===== src/sv/lpd_pkg.sv =====
// types and constants for the length prefixed deframer
package lpd_pkg;

	// phase of the deframer, one-hot
	typedef enum logic [2:0] {
		PH_HEADER = 3'b001,
		PH_LENGTH = 3'b010,
		PH_DATA   = 3'b100
	} phase_t;

	// frame status codes
	typedef enum logic [1:0] {
		ST_OK         = 2'd0,
		ST_SHORT      = 2'd1,
		ST_OVERRUN    = 2'd2,
		ST_COUNT_MISS = 2'd3
	} status_t;

	localparam int unsigned HEADER_BYTES = 6;
	localparam int unsigned LENGTH_BYTES = 4;
	localparam int unsigned COUNT_BYTES  = 2;

	localparam logic [2:0]  HDR_LEN_DONE = 3'(HEADER_BYTES - COUNT_BYTES);
	localparam logic [2:0]  HDR_DONE     = 3'(HEADER_BYTES);
	localparam logic [2:0]  LEN_DONE     = 3'(LENGTH_BYTES);
	localparam logic [31:0] COUNT_LEN    = 32'(COUNT_BYTES);

endpackage


===== src/sv/length_prefixed_deframer_unit.sv =====
// length prefixed message deframer: one stream byte in, one result item out
//
// Takes one byte of the message stream per input item and gives exactly one result
// item for it. A message is a six-byte big-endian header (32-bit total length that
// counts the two count bytes, then a 16-bit part count) followed by parts, each a
// 32-bit big-endian length and that many payload bytes. Payload bytes come out with
// data_valid set and their part index; the byte that completes a part (empty parts
// too) sets part_end; the byte that completes or aborts a message sets tlast and
// carries the frame status (0 ok, 1 total below two, 2 part overruns total, 3 part
// count mismatch). After tlast the next byte is read as a new header.
// Rate: one item per clock cycle sustained while the result side takes items. Each
// byte waits in the input register, the counter updates and compares run between it
// and the result register, and the result register loads the result item, which is
// then offered. The result register and the input register stall together under
// back-pressure.
module length_prefixed_deframer_unit
	import lpd_pkg::*;
(
	input  logic        clk,
	input  logic        arst_n,
	// input stream
	input  logic        s_axis_tvalid,
	output logic        s_axis_tready,
	input  logic [7:0]  s_axis_tdata,   // [7:0] stream_byte
	// result stream
	output logic        m_axis_tvalid,
	input  logic        m_axis_tready,
	output logic [23:0] m_axis_tdata,   // [7:0] data_byte, [23:8] part_number
	output logic [3:0]  m_axis_tuser,   // [0] data_valid, [1] part_end, [3:2] frame_status
	output logic        m_axis_tlast    // message_end
);

	// input register
	logic        valid_s1;
	logic [7:0]  byte_s1;

	// result register
	logic        out_valid_q;
	logic [7:0]  data_byte_q;
	logic [15:0] part_number_q;
	logic        data_valid_q;
	logic        part_end_q;
	logic        message_end_q;
	status_t     status_q;

	// deframer state
	phase_t      phase_q;
	logic [2:0]  fcnt_q;
	logic [31:0] fshift_q;
	logic [31:0] body_q;
	logic [15:0] expected_q;
	logic [15:0] seen_q;
	logic [31:0] prem_q;

	// next state and result
	phase_t      phase_d;
	logic [2:0]  fcnt_d;
	logic [31:0] fshift_d;
	logic [31:0] body_d;
	logic [15:0] expected_d;
	logic [15:0] seen_d;
	logic [31:0] prem_d;

	logic [7:0]  r_data;
	logic        r_valid;
	logic [15:0] r_part;
	logic        r_pend;
	logic        r_mend;
	status_t     r_status;

	logic        fin;
	logic        fin_with_part;
	status_t     fin_status;

	logic [31:0] shift_in;
	logic [2:0]  cnt_inc;
	logic [31:0] body_dec;
	logic [31:0] prem_dec;
	logic [15:0] seen_inc;

	logic        out_free;
	logic        step;

	// the result register frees when empty or being taken
	assign out_free      = !out_valid_q || m_axis_tready;
	assign step          = valid_s1 && out_free;
	assign s_axis_tready = !valid_s1 || out_free;

	assign shift_in = {fshift_q[23:0], byte_s1};
	assign cnt_inc  = fcnt_q + 3'd1;
	assign body_dec = (body_q != '0) ? body_q - 32'd1 : body_q;
	assign prem_dec = (prem_q != '0) ? prem_q - 32'd1 : prem_q;
	assign seen_inc = seen_q + 16'd1;

	always_comb begin
		phase_d       = phase_q;
		fcnt_d        = fcnt_q;
		fshift_d      = fshift_q;
		body_d        = body_q;
		expected_d    = expected_q;
		seen_d        = seen_q;
		prem_d        = prem_q;
		r_data        = '0;
		r_valid       = 1'b0;
		r_part        = '0;
		r_pend        = 1'b0;
		r_mend        = 1'b0;
		r_status      = ST_OK;
		fin           = 1'b0;
		fin_with_part = 1'b0;
		fin_status    = ST_OK;

		case (phase_q)
			PH_DATA: begin
				// payload byte of the current part
				r_data  = byte_s1;
				r_valid = 1'b1;
				r_part  = seen_q;
				prem_d  = prem_dec;
				body_d  = body_dec;
				if (prem_dec == '0) begin
					r_pend = 1'b1;
					seen_d = seen_inc;
					if (body_dec == '0) begin
						fin           = 1'b1;
						fin_with_part = 1'b1;
						fin_status    = (seen_inc != expected_q) ? ST_COUNT_MISS : ST_OK;
					end else begin
						phase_d  = PH_LENGTH;
						fcnt_d   = '0;
						fshift_d = '0;
					end
				end
			end
			PH_LENGTH: begin
				fshift_d = shift_in;
				fcnt_d   = cnt_inc;
				body_d   = body_dec;
				if (cnt_inc < LEN_DONE) begin
					// body ran out inside a length field
					if (body_dec == '0) begin
						fin        = 1'b1;
						fin_status = ST_OVERRUN;
					end
				end else begin
					fcnt_d   = '0;
					fshift_d = '0;
					if (shift_in > body_dec) begin
						fin        = 1'b1;
						fin_status = ST_OVERRUN;
					end else if (seen_q == expected_q) begin
						// more parts than announced
						fin        = 1'b1;
						fin_status = ST_COUNT_MISS;
					end else if (shift_in == '0) begin
						// empty part ends on its last length byte
						r_pend = 1'b1;
						r_part = seen_q;
						seen_d = seen_inc;
						if (body_dec == '0) begin
							fin           = 1'b1;
							fin_with_part = 1'b1;
							fin_status    = (seen_inc != expected_q) ? ST_COUNT_MISS : ST_OK;
						end
					end else begin
						prem_d  = shift_in;
						phase_d = PH_DATA;
					end
				end
			end
			default: begin
				// header phase, unused codes fall back here
				phase_d  = PH_HEADER;
				fshift_d = shift_in;
				fcnt_d   = cnt_inc;
				if (cnt_inc == HDR_LEN_DONE) begin
					body_d   = shift_in;
					fshift_d = '0;
				end else if (cnt_inc >= HDR_DONE) begin
					expected_d = shift_in[15:0];
					fshift_d   = '0;
					fcnt_d     = '0;
					seen_d     = '0;
					if (body_q < COUNT_LEN) begin
						fin        = 1'b1;
						fin_status = ST_SHORT;
					end else begin
						body_d = body_q - COUNT_LEN;
						if (body_q == COUNT_LEN) begin
							// empty body: check count against zero parts
							fin        = 1'b1;
							fin_status = (shift_in[15:0] != '0) ? ST_COUNT_MISS : ST_OK;
						end else begin
							phase_d = PH_LENGTH;
						end
					end
				end
			end
		endcase

		// message end: report and return to header wait
		if (fin) begin
			r_mend   = 1'b1;
			r_status = fin_status;
			if (!fin_with_part) begin
				r_part = seen_d;
			end
			phase_d    = PH_HEADER;
			fcnt_d     = '0;
			fshift_d   = '0;
			body_d     = '0;
			expected_d = '0;
			seen_d     = '0;
			prem_d     = '0;
		end
	end

	// input register
	always_ff @(posedge clk or negedge arst_n) begin
		if (!arst_n) begin
			valid_s1 <= 1'b0;
		end else if (s_axis_tready) begin
			valid_s1 <= s_axis_tvalid;
		end
	end

	always_ff @(posedge clk) begin
		if (s_axis_tready && s_axis_tvalid) begin
			byte_s1 <= s_axis_tdata;
		end
	end

	// deframer state
	always_ff @(posedge clk or negedge arst_n) begin
		if (!arst_n) begin
			phase_q    <= PH_HEADER;
			fcnt_q     <= '0;
			fshift_q   <= '0;
			body_q     <= '0;
			expected_q <= '0;
			seen_q     <= '0;
			prem_q     <= '0;
		end else if (step) begin
			phase_q    <= phase_d;
			fcnt_q     <= fcnt_d;
			fshift_q   <= fshift_d;
			body_q     <= body_d;
			expected_q <= expected_d;
			seen_q     <= seen_d;
			prem_q     <= prem_d;
		end
	end

	// result register
	always_ff @(posedge clk or negedge arst_n) begin
		if (!arst_n) begin
			out_valid_q <= 1'b0;
		end else if (out_free) begin
			out_valid_q <= valid_s1;
		end
	end

	always_ff @(posedge clk) begin
		if (step) begin
			data_byte_q   <= r_data;
			part_number_q <= r_part;
			data_valid_q  <= r_valid;
			part_end_q    <= r_pend;
			message_end_q <= r_mend;
			status_q      <= r_status;
		end
	end

	assign m_axis_tvalid = out_valid_q;
	assign m_axis_tdata  = {part_number_q, data_byte_q};
	assign m_axis_tuser  = {status_q, part_end_q, data_valid_q};
	assign m_axis_tlast  = message_end_q;

endmodule


===== config.mk =====
export PLATFORM = sky130hd
export DESIGN_NAME = length_prefixed_deframer_unit
export DESIGN_NICKNAME = d
export VERILOG_FILES = /design/src/sv/lpd_pkg.sv /design/src/sv/length_prefixed_deframer_unit.sv
export SDC_FILE = /design/constraint.sdc
export NUM_CORES = 1
export LEC_CHECK = 0
export BUFFER_PORTS_ARGS = -buffer_cell sky130_fd_sc_hd__buf_4
export CAP_MARGIN = 20
export CORE_MARGIN = 2
export CORE_UTILIZATION = 55
export CTS_CLUSTER_DIAMETER = 120
export DETAILED_ROUTE_END_ITERATION = 8
export HOLD_SLACK_MARGIN = 0.12
export MAX_ROUTING_LAYER = met4
export PLACE_DENSITY_LB_ADDON = 0.25
export SLEW_MARGIN = 10
export SYNTH_ARGS = -nofsm -noshare
export SYNTH_HDL_FRONTEND = slang
export SYNTH_SLANG_ARGS = --single-unit
export TNS_END_PERCENT = 5

===== constraint.sdc =====
create_clock -name clk -period 6.58 [get_ports clk]
set_input_delay 1.316 -clock clk [delete_from_list [all_inputs] [get_ports clk]]
set_output_delay 1.316 -clock clk [all_outputs]
set_load 0.02 [all_outputs]

==> out/results.ini <==
[placement]
gp_routability_congestion=1.056
number_of_cells_after_detailed_placement=1678
number_of_buffers_added_on_ports=42
hpwl_um=28740
dpl_worst_slack_ns=0.2721
placed_instance_area_um2=12460

[clock_tree]
tritoncts=yes
cts_root_cell=sky130_fd_sc_hd__clkbuf_16
clock_transition_at_the_register_clock_pins_on_the_worst_setup_and_hold_paths_after_cts_ns=0.08
post_cts_resized=0
htree_levels=4
clock_sink_count=165
tritoncts.num_buffers=17
holdBufCountCts=0
post-cts-setup-buffers=0
clock_path_buffers=2
clock_latency_ns=0.44

[power_and_ir_drop]
total_power_mw=5.348
swShare_pct=47.52
power_per_cell_area_nw_per_um2=408.9
intPower_mw=2.806
pwr-share-clk_pct=18.8
p_sw_mw=2.541
cellLeakagePower_nw=5.185
power.share.sequential_pct=32.8
power.share.combinational_pct=48.4
vdd.ir_drop.worst_mv=0.2697

[layout]
instances_no_fill=1712
finish.net_count=1474
layout-drive-gt1-share_pct=10.72
final_area_um2=13080
layout.core_utilization_pct=61.83
syn_to_final_growth_pct=9.835

[timing]
report.final.hold_viol_count=0
worst_slack_ns=0.4055
maxSlewHeadroom_pct=32.62
clock.fmax_ghz=0.1620
hold_slack_ns=0.4891
number_of_endpoints_failing_setup_at_the_final_stage=0
finalMaxSlewViolations=0
fin_crit_sh_pct=93.84
final.setup_skew_ns=0.01160
setup-tns-final_ns=0
worst_pin_slew_ns=1.001
rsz0062_at_grt=no
min_period_ns=6.174

[worst_setup_path]
worstSetupEndpointType=register
worst_path_depth=20
crit_path_cell_trace=inv_1, ha_1, or4b_1, or4_1, nor3_2, nor3b_1, nor2_1, ha_1, nand4_1, nor4_1, nand4_1, mux2_2, o21a_1, nor4_2, o211ai_1, nand3_1, buf_4, nand2_1, buf_4, o22ai_1
reg2reg_depth=20
cp_slowest_stage_delay_ns=0.53
crit_path_max_fanout=31
worstPathBufferInverterCount=3
crit_family=simple AND/OR/NAND/NOR gates
setup.worst_path.class=register to register
worstPathArrival_ns=6.54
worst_path_max_delay_cell=sky130_fd_sc_hd__or4b_1
cp-start-kind=register
required_time_of_the_critical_path_ns=6.94

[global_routing]
grt_overflow_total=0
grtUsageTotal_pct=37.59
pin_count_of_the_biggest_net_entering_global_routing=81
via_count_of_the_first_global_routing_pass=11120
wire_length_of_the_first_global_routing_pass_um=63920
grt_antenna_before_repair=0

[route]
viasPerCell=6.968
detailed_route_wire_length_um=40720
drt_pass1_iterations=6
detailedRoute.firstIterationViolations=1473
vias=11930
route.detailed.wl_per_inst_um=23.79
postRouteAntennaNets=0
drcViolationCount=0

[synthesis]
synth_seq_area_share_pct=36.24
synth_cells=1429
ys_dominant_reg_cell=sky130_fd_sc_hd__dfrtp_1
number_of_synthesized_flops_with_an_enable_pin=37
flop_and_latch_count_out_of_synthesis=165
yosys_warnings=0
ys_types=82
synthesis.area_um2=11910
synth_nets=1480
ys_async_sr_fraction_pct=77.58
syn-mean-instance-area_um2=8.333

[die]
die-width_um=151.1
rows=53
placeableCoreArea_um2=21150
initial_util_pct=56.29
io_pins=43
design.die.area_um2=22840
die-height_um=151.1

[min_path]
hold_path_class=register to register
worstHoldPathCells=1

[job]
timing.max_cap.violations=0

[outcome]
outcome=completed

[per-layer routing]
| metal | track usage, % | up-vias | part of all wire, % |
|---|---|---|---|
| met5 | - | - | 0 |
| met4 | 18.13 | 0 | 5.1 |
| met3 | 7.982 | 161 | 11 |
| met2 | 54.64 | 746 | 44 |
| met1 | 50.11 | 5671 | 40 |
| li1 | - | 5351 | - |
[cell usage after synthesis (6+ instances only)]
cell                        number  share of area (%)
sky130_fd_sc_hd__a211oi_1       17                1.1
sky130_fd_sc_hd__a21o_1         11               0.69
sky130_fd_sc_hd__a21oi_1        72                3.0
sky130_fd_sc_hd__a22o_1         39                2.9
sky130_fd_sc_hd__a22oi_1        36                2.3
sky130_fd_sc_hd__a31oi_1        28                1.5
sky130_fd_sc_hd__a32oi_1        12               0.88
sky130_fd_sc_hd__and2_1          9               0.47
sky130_fd_sc_hd__and3_1         19                1.0
sky130_fd_sc_hd__buf_1           6               0.19
sky130_fd_sc_hd__buf_2          16               0.67
sky130_fd_sc_hd__clkbuf_1       91                2.9
sky130_fd_sc_hd__dfrtp_1       127                 27
sky130_fd_sc_hd__edfxtp_1       37                9.3
sky130_fd_sc_hd__ha_1           39                4.1
sky130_fd_sc_hd__inv_1          35                1.1
sky130_fd_sc_hd__mux2i_1         8               0.67
sky130_fd_sc_hd__nand2_1       141                4.4
sky130_fd_sc_hd__nand2b_1       12               0.63
sky130_fd_sc_hd__nand3_1        40                1.7
sky130_fd_sc_hd__nand4_1        33                1.7
sky130_fd_sc_hd__nor2_1        146                4.6
sky130_fd_sc_hd__nor3_1         48                2.0
sky130_fd_sc_hd__nor4_1         45                2.4
sky130_fd_sc_hd__o211ai_1        8               0.50
sky130_fd_sc_hd__o21ai_0        80                3.4
sky130_fd_sc_hd__o221ai_1        6               0.44
sky130_fd_sc_hd__o22ai_1        25                1.3
sky130_fd_sc_hd__o2bb2ai_1      10               0.74
sky130_fd_sc_hd__o31ai_1        24                1.5
sky130_fd_sc_hd__o41ai_1         6               0.44
sky130_fd_sc_hd__or3_1          21                1.1
sky130_fd_sc_hd__or4_1          15               0.95
sky130_fd_sc_hd__xnor2_1        41                3.0
sky130_fd_sc_hd__xor2_1         29                2.1
[worst register-to-register path, cell delays in order (launching register included)]
cell                       delay (ns)
sky130_fd_sc_hd__dfrtp_1         0.48
sky130_fd_sc_hd__inv_1           0.15
sky130_fd_sc_hd__ha_1            0.27
sky130_fd_sc_hd__or4b_1          0.53
sky130_fd_sc_hd__or4_1           0.50
sky130_fd_sc_hd__nor3_2          0.33
sky130_fd_sc_hd__nor3b_1         0.36
sky130_fd_sc_hd__nor2_1          0.10
sky130_fd_sc_hd__ha_1            0.33
sky130_fd_sc_hd__nand4_1         0.16
sky130_fd_sc_hd__nor4_1          0.51
sky130_fd_sc_hd__nand4_1         0.17
sky130_fd_sc_hd__mux2_2          0.33
sky130_fd_sc_hd__o21a_1          0.17
sky130_fd_sc_hd__nor4_2          0.39
sky130_fd_sc_hd__o211ai_1        0.20
sky130_fd_sc_hd__nand3_1         0.21
sky130_fd_sc_hd__buf_4           0.35
sky130_fd_sc_hd__nand2_1         0.09
sky130_fd_sc_hd__buf_4           0.26
sky130_fd_sc_hd__o22ai_1         0.23
[cell families after synthesis]
| group | synth area share [%] |
|---|---|
| AOI/OAI and AO/OA | 23.77 |
| xor gates and xnor gates | 5.149 |
| adders and majority gates | 4.098 |
| buffers and inverters | 5.243 |
| DFF | 36.24 |
| muxes | 0.7671 |
| and+or+nand+nor | 24.73 |
[power groups by stage]
stage                     clock [mW]  combinational, mW  sequential, mW
after floorplan                    0               1.91            1.53
after global placement             0               2.45            1.75
after detailed placement           0               2.50            1.75
after CTS                       1.01               2.51            1.74
after global routing            1.06               2.84            1.78
final                           1.01               2.59            1.75
[final timing paths]
kind	startpoint	endpoint	slack (ns)
hold reg to reg	valid_s1	m_axis_tvalid	0.49
hold / removal	valid_s1	m_axis_tvalid	0.49
min in group asynchronous	arst_n	body_q[29]	0.91
setup / recovery	body_q[2]	prem_q[18]	0.41
max in group asynchronous	arst_n	body_q[16]	4.47
setup reg to reg	body_q[2]	prem_q[18]	0.41
[registers in the layout (all words and copies together), names as in the netlist]
signal / flops
body_q: 32
prem_q: 32
fshift_q: 24
expected_q: 16
part_number_q: 16
seen_q: 16
byte_s1: 8
data_byte_q: 8
fcnt_q: 3
phase_q: 3
status_q: 2
data_valid_q: 1
m_axis_tlast: 1
m_axis_tvalid: 1
part_end_q: 1
valid_s1: 1
[cell usage in the layout, fill, tap and decap left out, types with 5 or more instances in the layout]
cell type and count:
sky130_fd_sc_hd__nor4_1 44, sky130_fd_sc_hd__a32oi_1 12, sky130_fd_sc_hd__nor2b_1 5, sky130_fd_sc_hd__o22ai_1 25, sky130_fd_sc_hd__nand2_1 141, sky130_fd_sc_hd__inv_1 35, sky130_fd_sc_hd__nand3_1 40, sky130_fd_sc_hd__o21ai_0 80
sky130_fd_sc_hd__xnor2_1 41, sky130_fd_sc_hd__a21o_1 11, sky130_fd_sc_hd__o2bb2ai_1 10, sky130_fd_sc_hd__xor2_1 29, sky130_fd_sc_hd__nor2_1 146, sky130_fd_sc_hd__and3_1 19, sky130_fd_sc_hd__a21oi_1 72, sky130_fd_sc_hd__o21a_1 5
sky130_fd_sc_hd__buf_4 91, sky130_fd_sc_hd__o41ai_1 6, sky130_fd_sc_hd__dfrtp_1 127, sky130_fd_sc_hd__nand2b_1 12, sky130_fd_sc_hd__a31oi_1 28, sky130_fd_sc_hd__nand4_1 33, sky130_fd_sc_hd__a22o_1 39, sky130_fd_sc_hd__or4_1 15
sky130_fd_sc_hd__a211oi_1 17, sky130_fd_sc_hd__o31ai_1 24, sky130_fd_sc_hd__mux2i_1 8, sky130_fd_sc_hd__nor3_1 47, sky130_fd_sc_hd__and2_1 9, sky130_fd_sc_hd__o211ai_1 8, sky130_fd_sc_hd__edfxtp_1 37, sky130_fd_sc_hd__clkbuf_16 17
sky130_fd_sc_hd__inv_8 6, sky130_fd_sc_hd__ha_1 39, sky130_fd_sc_hd__o221ai_1 6, sky130_fd_sc_hd__a22oi_1 36, sky130_fd_sc_hd__or3_1 21
[cell type report]
cell class | instances | area (um^2)
fill | 1866 | 8075
multi-input combinational | 1110 | 6998
sequential | 165 | 4315
timing repair buffer | 93 | 699.4
clock buffer | 17 | 425.4
tap | 275 | 344.1
clock inverter | 15 | 158.9
inverter | 36 | 135.1
antenna | 1 | 2.502
Power figures use the tool's default switching activity.
